File: src/sv/bmpq_pkg.sv
// bmpq_pkg: shared types and constants of the bounded min priority queue
// used by bmpq_ctrl, bmpq_dp and bounded_min_priority_queue_core
`timescale 1ns / 1ps

package bmpq_pkg;

  localparam int unsigned MODE_W    = 2;
  localparam int unsigned PAYLOAD_W = 32;
  localparam int unsigned PRIO_W    = 16;
  localparam int unsigned STATUS_W  = 2;
  localparam int unsigned CAP_W     = 5;
  localparam int unsigned COUNT_W   = 5;

  localparam logic [CAP_W-1:0] CAP_RESET = CAP_W'(16);

  // request codes, the unused code behaves as peek
  localparam logic [MODE_W-1:0] MODE_ENQ  = 2'd0;
  localparam logic [MODE_W-1:0] MODE_DEQ  = 2'd1;
  localparam logic [MODE_W-1:0] MODE_PEEK = 2'd2;

  localparam logic [STATUS_W-1:0] STATUS_DONE  = 2'd0;
  localparam logic [STATUS_W-1:0] STATUS_FULL  = 2'd1;
  localparam logic [STATUS_W-1:0] STATUS_EMPTY = 2'd2;

  typedef struct packed {
    logic [MODE_W-1:0]        mode;
    logic [PAYLOAD_W-1:0]     payload;
    logic signed [PRIO_W-1:0] priority_req;
  } in_item_t;

  typedef struct packed {
    logic [STATUS_W-1:0]      status;
    logic [PAYLOAD_W-1:0]     out_payload;
    logic signed [PRIO_W-1:0] out_priority;
    logic [COUNT_W-1:0]       entry_count;
    logic                     is_empty;
    logic                     is_full;
  } out_item_t;

  // commands from the controller to the datapath
  typedef struct packed {
    logic load;
    logic exec;
  } dp_cmd_t;

endpackage

File: src/sv/bounded_min_priority_queue_core.sv
// bounded min priority queue: one transfer in, one result transfer out per request
// the result is registered by the execute step that follows the input transfer
// the controller takes a new request only in its load step, after the execute step of the last one
// a full result register stalls the execute step until its transfer completes
// reset: queue empty, capacity 16, no result pending
// depends on bmpq_pkg, bmpq_ctrl, bmpq_dp
`timescale 1ns / 1ps

module bounded_min_priority_queue_core #(
  parameter int unsigned DEPTH = 16
) (
  input  logic                       clk_i,
  input  logic                       rst_ni,
  input  logic                       cfg_we_i,
  input  logic [bmpq_pkg::CAP_W-1:0] cfg_wdata_i,
  input  logic                       in_valid_i,
  output logic                       in_stall_o,
  input  bmpq_pkg::in_item_t         in_item_i,
  output logic                       out_valid_o,
  input  logic                       out_stall_i,
  output bmpq_pkg::out_item_t        out_item_o
);
  import bmpq_pkg::*;

  logic [CAP_W-1:0] cap_q;
  dp_cmd_t          cmd;

  always_ff @(posedge clk_i or negedge rst_ni) begin
    if (!rst_ni) begin
      cap_q <= CAP_RESET;
    end else if (cfg_we_i) begin
      cap_q <= cfg_wdata_i;
    end
  end

  bmpq_ctrl u_ctrl (
    .clk_i      (clk_i),
    .rst_ni     (rst_ni),
    .in_valid_i (in_valid_i),
    .in_stall_o (in_stall_o),
    .out_valid_o(out_valid_o),
    .out_stall_i(out_stall_i),
    .cmd_o      (cmd)
  );

  bmpq_dp #(
    .DEPTH(DEPTH)
  ) u_dp (
    .clk_i     (clk_i),
    .rst_ni    (rst_ni),
    .cmd_i     (cmd),
    .in_item_i (in_item_i),
    .cap_i     (cap_q),
    .out_item_o(out_item_o)
  );

endmodule

File: src/sv/bmpq_ctrl.sv
// bmpq_ctrl: sequencer of the priority queue, handshakes and datapath commands
// depends on bmpq_pkg
`timescale 1ns / 1ps

module bmpq_ctrl (
  input  logic              clk_i,
  input  logic              rst_ni,
  input  logic              in_valid_i,
  output logic              in_stall_o,
  output logic              out_valid_o,
  input  logic              out_stall_i,
  output bmpq_pkg::dp_cmd_t cmd_o
);
  import bmpq_pkg::*;

  typedef enum logic {
    ST_IDLE,
    ST_EXEC
  } state_e;

  state_e state_q;
  logic   out_valid_q;
  logic   out_free;

  assign out_free    = !out_valid_q || !out_stall_i;
  assign in_stall_o  = (state_q != ST_IDLE);
  assign out_valid_o = out_valid_q;

  assign cmd_o.load = (state_q == ST_IDLE) && in_valid_i;
  assign cmd_o.exec = (state_q == ST_EXEC) && out_free;

  always_ff @(posedge clk_i or negedge rst_ni) begin
    if (!rst_ni) begin
      state_q     <= ST_IDLE;
      out_valid_q <= 1'b0;
    end else begin
      unique case (state_q)
        ST_IDLE: begin
          if (out_valid_q && !out_stall_i) begin
            out_valid_q <= 1'b0;
          end
          if (in_valid_i) begin
            state_q <= ST_EXEC;
          end
        end
        ST_EXEC: begin
          // wait until the result register is free
          if (out_free) begin
            out_valid_q <= 1'b1;
            state_q     <= ST_IDLE;
          end
        end
        default: state_q <= ST_IDLE;
      endcase
    end
  end

endmodule

File: src/sv/bmpq_dp.sv
// bmpq_dp: sorted entry register chain, request register and result register
// depends on bmpq_pkg
`timescale 1ns / 1ps

module bmpq_dp #(
  parameter int unsigned DEPTH = 16
) (
  input  logic                           clk_i,
  input  logic                           rst_ni,
  input  bmpq_pkg::dp_cmd_t              cmd_i,
  input  bmpq_pkg::in_item_t             in_item_i,
  input  logic [bmpq_pkg::CAP_W-1:0]     cap_i,
  output bmpq_pkg::out_item_t            out_item_o
);
  import bmpq_pkg::*;

  localparam int unsigned CW   = $clog2(DEPTH + 1);
  localparam int unsigned CMPW = (CW > CAP_W) ? CW : CAP_W;
  localparam logic [CMPW-1:0] DEPTH_C = CMPW'(DEPTH);

  // entries kept sorted by priority, equal priorities in insertion order
  logic signed [PRIO_W-1:0]    prio_q [DEPTH];
  logic        [PAYLOAD_W-1:0] pay_q  [DEPTH];
  logic        [CW-1:0]        count_q;
  logic        [CW-1:0]        count_d;
  in_item_t                    req_q;
  out_item_t                   res_q;
  out_item_t                   res_d;

  logic [DEPTH-1:0] after;
  logic [CMPW-1:0]  cap_ext;
  logic [CMPW-1:0]  cap_eff;
  logic [CMPW-1:0]  count_ext;
  logic [CMPW-1:0]  count_next_ext;
  logic             is_enq;
  logic             is_deq;
  logic             empty;
  logic             full_now;
  logic             enq_ok;
  logic             deq_ok;

  assign cap_ext   = CMPW'(cap_i);
  assign cap_eff   = (cap_ext > DEPTH_C) ? DEPTH_C : cap_ext;
  assign count_ext = CMPW'(count_q);

  assign is_enq   = (req_q.mode == MODE_ENQ);
  assign is_deq   = (req_q.mode == MODE_DEQ);
  assign empty    = (count_q == '0);
  assign full_now = (count_ext >= cap_eff);
  assign enq_ok   = is_enq && !full_now;
  assign deq_ok   = is_deq && !empty;

  always_comb begin
    priority if (enq_ok) begin
      count_d = count_q + CW'(1);
    end else if (deq_ok) begin
      count_d = count_q - CW'(1);
    end else begin
      count_d = count_q;
    end
  end

  assign count_next_ext = CMPW'(count_d);

  always_comb begin
    res_d = '0;
    if (is_enq) begin
      res_d.status = full_now ? STATUS_FULL : STATUS_DONE;
    end else if (empty) begin
      res_d.status = STATUS_EMPTY;
    end else begin
      res_d.status       = STATUS_DONE;
      res_d.out_payload  = pay_q[0];
      res_d.out_priority = prio_q[0];
    end
    res_d.entry_count = count_next_ext[COUNT_W-1:0];
    res_d.is_empty    = (count_d == '0);
    res_d.is_full     = (count_next_ext >= cap_eff);
  end

  for (genvar i = 0; i < DEPTH; i++) begin : g_slot
    logic signed [PRIO_W-1:0]    prio_d;
    logic        [PAYLOAD_W-1:0] pay_d;

    assign after[i] = (CW'(i) < count_q) && (prio_q[i] <= req_q.priority_req);

    always_comb begin
      prio_d = prio_q[i];
      pay_d  = pay_q[i];
      if (is_enq) begin
        if (!after[i]) begin
          if (i == 0) begin
            prio_d = req_q.priority_req;
            pay_d  = req_q.payload;
          end else if (after[(i == 0) ? 0 : i - 1]) begin
            prio_d = req_q.priority_req;
            pay_d  = req_q.payload;
          end else begin
            prio_d = prio_q[(i == 0) ? 0 : i - 1];
            pay_d  = pay_q[(i == 0) ? 0 : i - 1];
          end
        end
      end else if (i < DEPTH - 1) begin
        // dequeue pulls the chain one slot toward the head
        prio_d = prio_q[(i < DEPTH - 1) ? i + 1 : i];
        pay_d  = pay_q[(i < DEPTH - 1) ? i + 1 : i];
      end
    end

    always_ff @(posedge clk_i) begin
      if (cmd_i.exec && (enq_ok || deq_ok)) begin
        prio_q[i] <= prio_d;
        pay_q[i]  <= pay_d;
      end
    end
  end

  always_ff @(posedge clk_i or negedge rst_ni) begin
    if (!rst_ni) begin
      count_q <= '0;
    end else if (cmd_i.exec) begin
      count_q <= count_d;
    end
  end

  always_ff @(posedge clk_i) begin
    if (cmd_i.load) begin
      req_q <= in_item_i;
    end
    if (cmd_i.exec) begin
      res_q <= res_d;
    end
  end

  assign out_item_o = res_q;

endmodule
File: config.mk
export PLATFORM = sky130hd
export DESIGN_NAME = bounded_min_priority_queue_core
export DESIGN_NICKNAME = d
export VERILOG_FILES = /design/src/sv/bmpq_pkg.sv /design/src/sv/bounded_min_priority_queue_core.sv /design/src/sv/bmpq_ctrl.sv /design/src/sv/bmpq_dp.sv
export SDC_FILE = /design/constraint.sdc
export NUM_CORES = 2
export LEC_CHECK = 0
export BUFFER_PORTS_ARGS = -buffer_cell sky130_fd_sc_hd__buf_2
export CAP_MARGIN = 20
export CORE_MARGIN = 10
export CORE_UTILIZATION = 35
export CTS_CLUSTER_DIAMETER = 50
export DETAILED_ROUTE_END_ITERATION = 10
export SETUP_SLACK_MARGIN = 0.5
export SKIP_CTS_REPAIR_TIMING = 1
export SYNTH_ARGS = -nofsm -noshare
export SYNTH_HDL_FRONTEND = slang
export SYNTH_SLANG_ARGS = --single-unit
File: constraint.sdc
create_clock -name clk_i -period 12.7 [get_ports clk_i]
set_clock_uncertainty 0.05 [all_clocks]
set_input_delay 2.54 -clock clk_i [delete_from_list [all_inputs] [get_ports clk_i]]
set_output_delay 2.54 -clock clk_i [all_outputs]
set_load 0.05 [all_outputs]
==> flow_summary.ini <==
[setup_path]
r2r_end = u_dp.prio_q[7][8]
path_class = register to register
crit_fanout = 26
cp.arrival_ps = 5840
r2r_slack_ps = 7180
worstPathRequired_ps = 13020
start_kind = register
end_kind = register
reg2reg_depth = 11
r2r-start = u_dp.req_q[13]

[final_layout]
drive_gt1_share_pct = 12.2
finalNonFillerCells = 6915
final_common_cell = nand2_1
area_growth_pct = 12.2
nets = 5226
layout_common_cells = 999 x nand2_1, 875 x edfxtp_1, 291 x a21oi_1, 269 x ha_1, 266 x nor2_1
n_fill_cell = 14200

[floorplan]
rows = 140
die_y_um = 403
pin_count = 119
fp.dieArea_um2 = 162000
core_region_area_um2 = 146000
die_w_um = 403
start_util_pct = 35.2

[routing]
ant_nets = 0
drtPass1Iterations = 7
via_count = 41600
drc = 0
postRouteWirelength_um = 182000
drt-wirelength-per-cell_um = 26.3
drtIter0Drc = 5113
avgViaCountPerCell = 6.01

[hold_path]
min-delay-start = cap_q[0]
min_to = cap_q[0]
worstHoldPathCells = 1
hp-class = register to register

[sta]
setup_ws_ps = 7180
fin_tns_setup_ps = 0
slew_viol_final = 0
post-route-period-util_pct = 43.4
rsz0062_at_grt = false
fmax_mhz = 181
relSlewSlack_pct = 23.5
worstMarginPinSlew_ps = 1130
fin_crit_ps = 5520
setup_violations = 0
finalHoldViolations = 0

[clock_network]
insertion_delay_ps = 770
clkSinkCount = 887
htreeDepth = 3
cts_tree = built
root_buffer = clkbuf_16
cts_buffers = 115
clock_path_buffers = 3
path_clk_slew_ps = 60

[placed_design]
place_ws_ps = 7250
gp_congestion = 0.930
post-place-cells = 6694
port_buffers = 118
dp_hpwl_um = 113000

[logic_synthesis]
synth_nets = 5327
synth_edf_count = 875
synthCells = 4998
synthesis.area_um2 = 51200
synth_seq_area_share_pct = 51.9
ys.flop_type = edfxtp_1
ys_seq_elements = 887
yosysWarningCount = 0
postSynthAreaPerCell_um2 = 10.2
synth.distinct_cells = 71
async_flop_share_pct = 1.35

[status]
status = finished, final reports clean

[grt]
grt_busiest_layer = met2
grt_pass1_wl_um = 266000
overflow = 0
grt_max_degree = 126
met1_usage_pct = 28.9
antenna_found_initial = 12
first_global_vias = 39500
met2_usage_pct = 33.4
met3_usage_pct = 4.70
grt_util_all_layers_pct = 21.4

[pwr]
vdd_drop_max_mv = 0.130
leakagePower_uw = 0.0213
power_density_nw_per_um2 = 237

[flow_run]
max_cap_viol_count = 0
-- layer usage --
| layer | vias up | wire [µm] |
|---|---|---|
| li1 | 18500 | - |
| met1 | 20600 | 76500 |
| met2 | 2101 | 81300 |
| met3 | 379 | 17200 |
| met4 | 10 | 6910 |
| met5 | - | 55 |
-- state kept, by name, summed over array words and instances (netlist names) --
name and flops:
u_ctrl.in_stall_o 1, u_ctrl.out_valid_o 1, u_dp.pay_q 512, cap_q 5, u_dp.req_q 50, u_dp.prio_q 256
u_dp.out_item_o 57, u_dp.count_ext 5
-- layout make-up --
class                   instances  area [µm²]  area share, %
well taps                    1917        2400           4.17
inverters                      50         188          0.327
repair buffers                202        1290           2.24
clock buffers                 131        2960           5.15
diodes                          2        5.00        0.00871
clock inverters                85         911           1.58
flip-flops and latches        887       26600           46.2
multi-input cells            3641       23200           40.3
-- power by group --
group,leakage [µW],switching [µW],internal [µW],total [µW]
registers,0.00823,638,4440,5080
logic,0.0112,3630,1560,5190
clock network,0.00185,1420,1940,3360
total,0.0213,5690,7940,13600
-- worst max-delay path, stage by stage, from the launching register on --
cell and delay (ps):
edfxtp_1 550, inv_1 760, ha_1 290, nand4_1 150
or4_1 600, a21oi_1 190, nor4_1 80, xnor2_1 160
o21ai_4 160, buf_4 480, nor2b_4 970, buf_4 650
-- kinds of logic (layout without fill, tap and decap cells) --
group,count (synthesis),count (layout),synth area share (%)
adder cells (fa/ha/maj),269,269,6.57
flip-flops,887,887,51.9
AND/OR/NAND/NOR,1967,1967,17.0
other,0,2,0
buffers and inverters,470,468,3.68
AO/OA/AOI/OAI,1090,1090,14.5
XOR/XNOR,5,5,0.0855
multiplexers,310,310,6.27
-- worst max path at each step --
stage	slack [ps]	cells after the start	to	startpoint
6_report	7180	11	u_dp.prio_q[7][8]	u_dp.req_q[13]
5_1_grt	7010	9	u_dp.prio_q[13][14]	u_dp.req_q[13]
4_1_cts	7240	9	u_dp.prio_q[13][14]	u_dp.req_q[13]
3_5_place_dp	7250	9	u_dp.pay_q[13][31]	u_dp.req_q[13]
3_3_place_gp	7360	7	u_dp.pay_q[15][14]	out_stall_i
2_1_floorplan	2110	4	u_dp.pay_q[15][0]	out_stall_i
-- through the flow --
| step | area, µm² | total power [µW] | hold slack (ps) | util [%] |
|---|---|---|---|---|
| after global placement | 53500 | 10100 | 445 | 36.8 |
| after global routing | 57500 | 14200 | 484 | 39.5 |
| after CTS | 57400 | 13600 | 467 | 39.4 |
| after floorplan | 51200 | 8310 | 423 | - |
| after detailed placement | 53500 | 10200 | 447 | 36.8 |
| final | 57500 | 13600 | 463 | 39.5 |
-- Yosys cell counts (53+ instances only) --
library cell / number / area [µm²]
o211ai_1: 200 / 1500
and2_1: 55 / 344
mux2_2: 72 / 811
nor3_1: 68 / 340
o21ai_0: 115 / 576
nor2_1: 272 / 1020
o21ai_1: 105 / 526
a22o_1: 96 / 841
nand3_1: 254 / 1270
clkbuf_1: 339 / 1270
nand4_1: 101 / 632
ha_1: 269 / 3370
edfxtp_1: 875 / 26300
o221ai_1: 53 / 464
mux2i_1: 224 / 2240
nand2_1: 1007 / 3780
a21oi_1: 303 / 1520
or3_1: 55 / 344
Power figures use the tool's default switching activity.
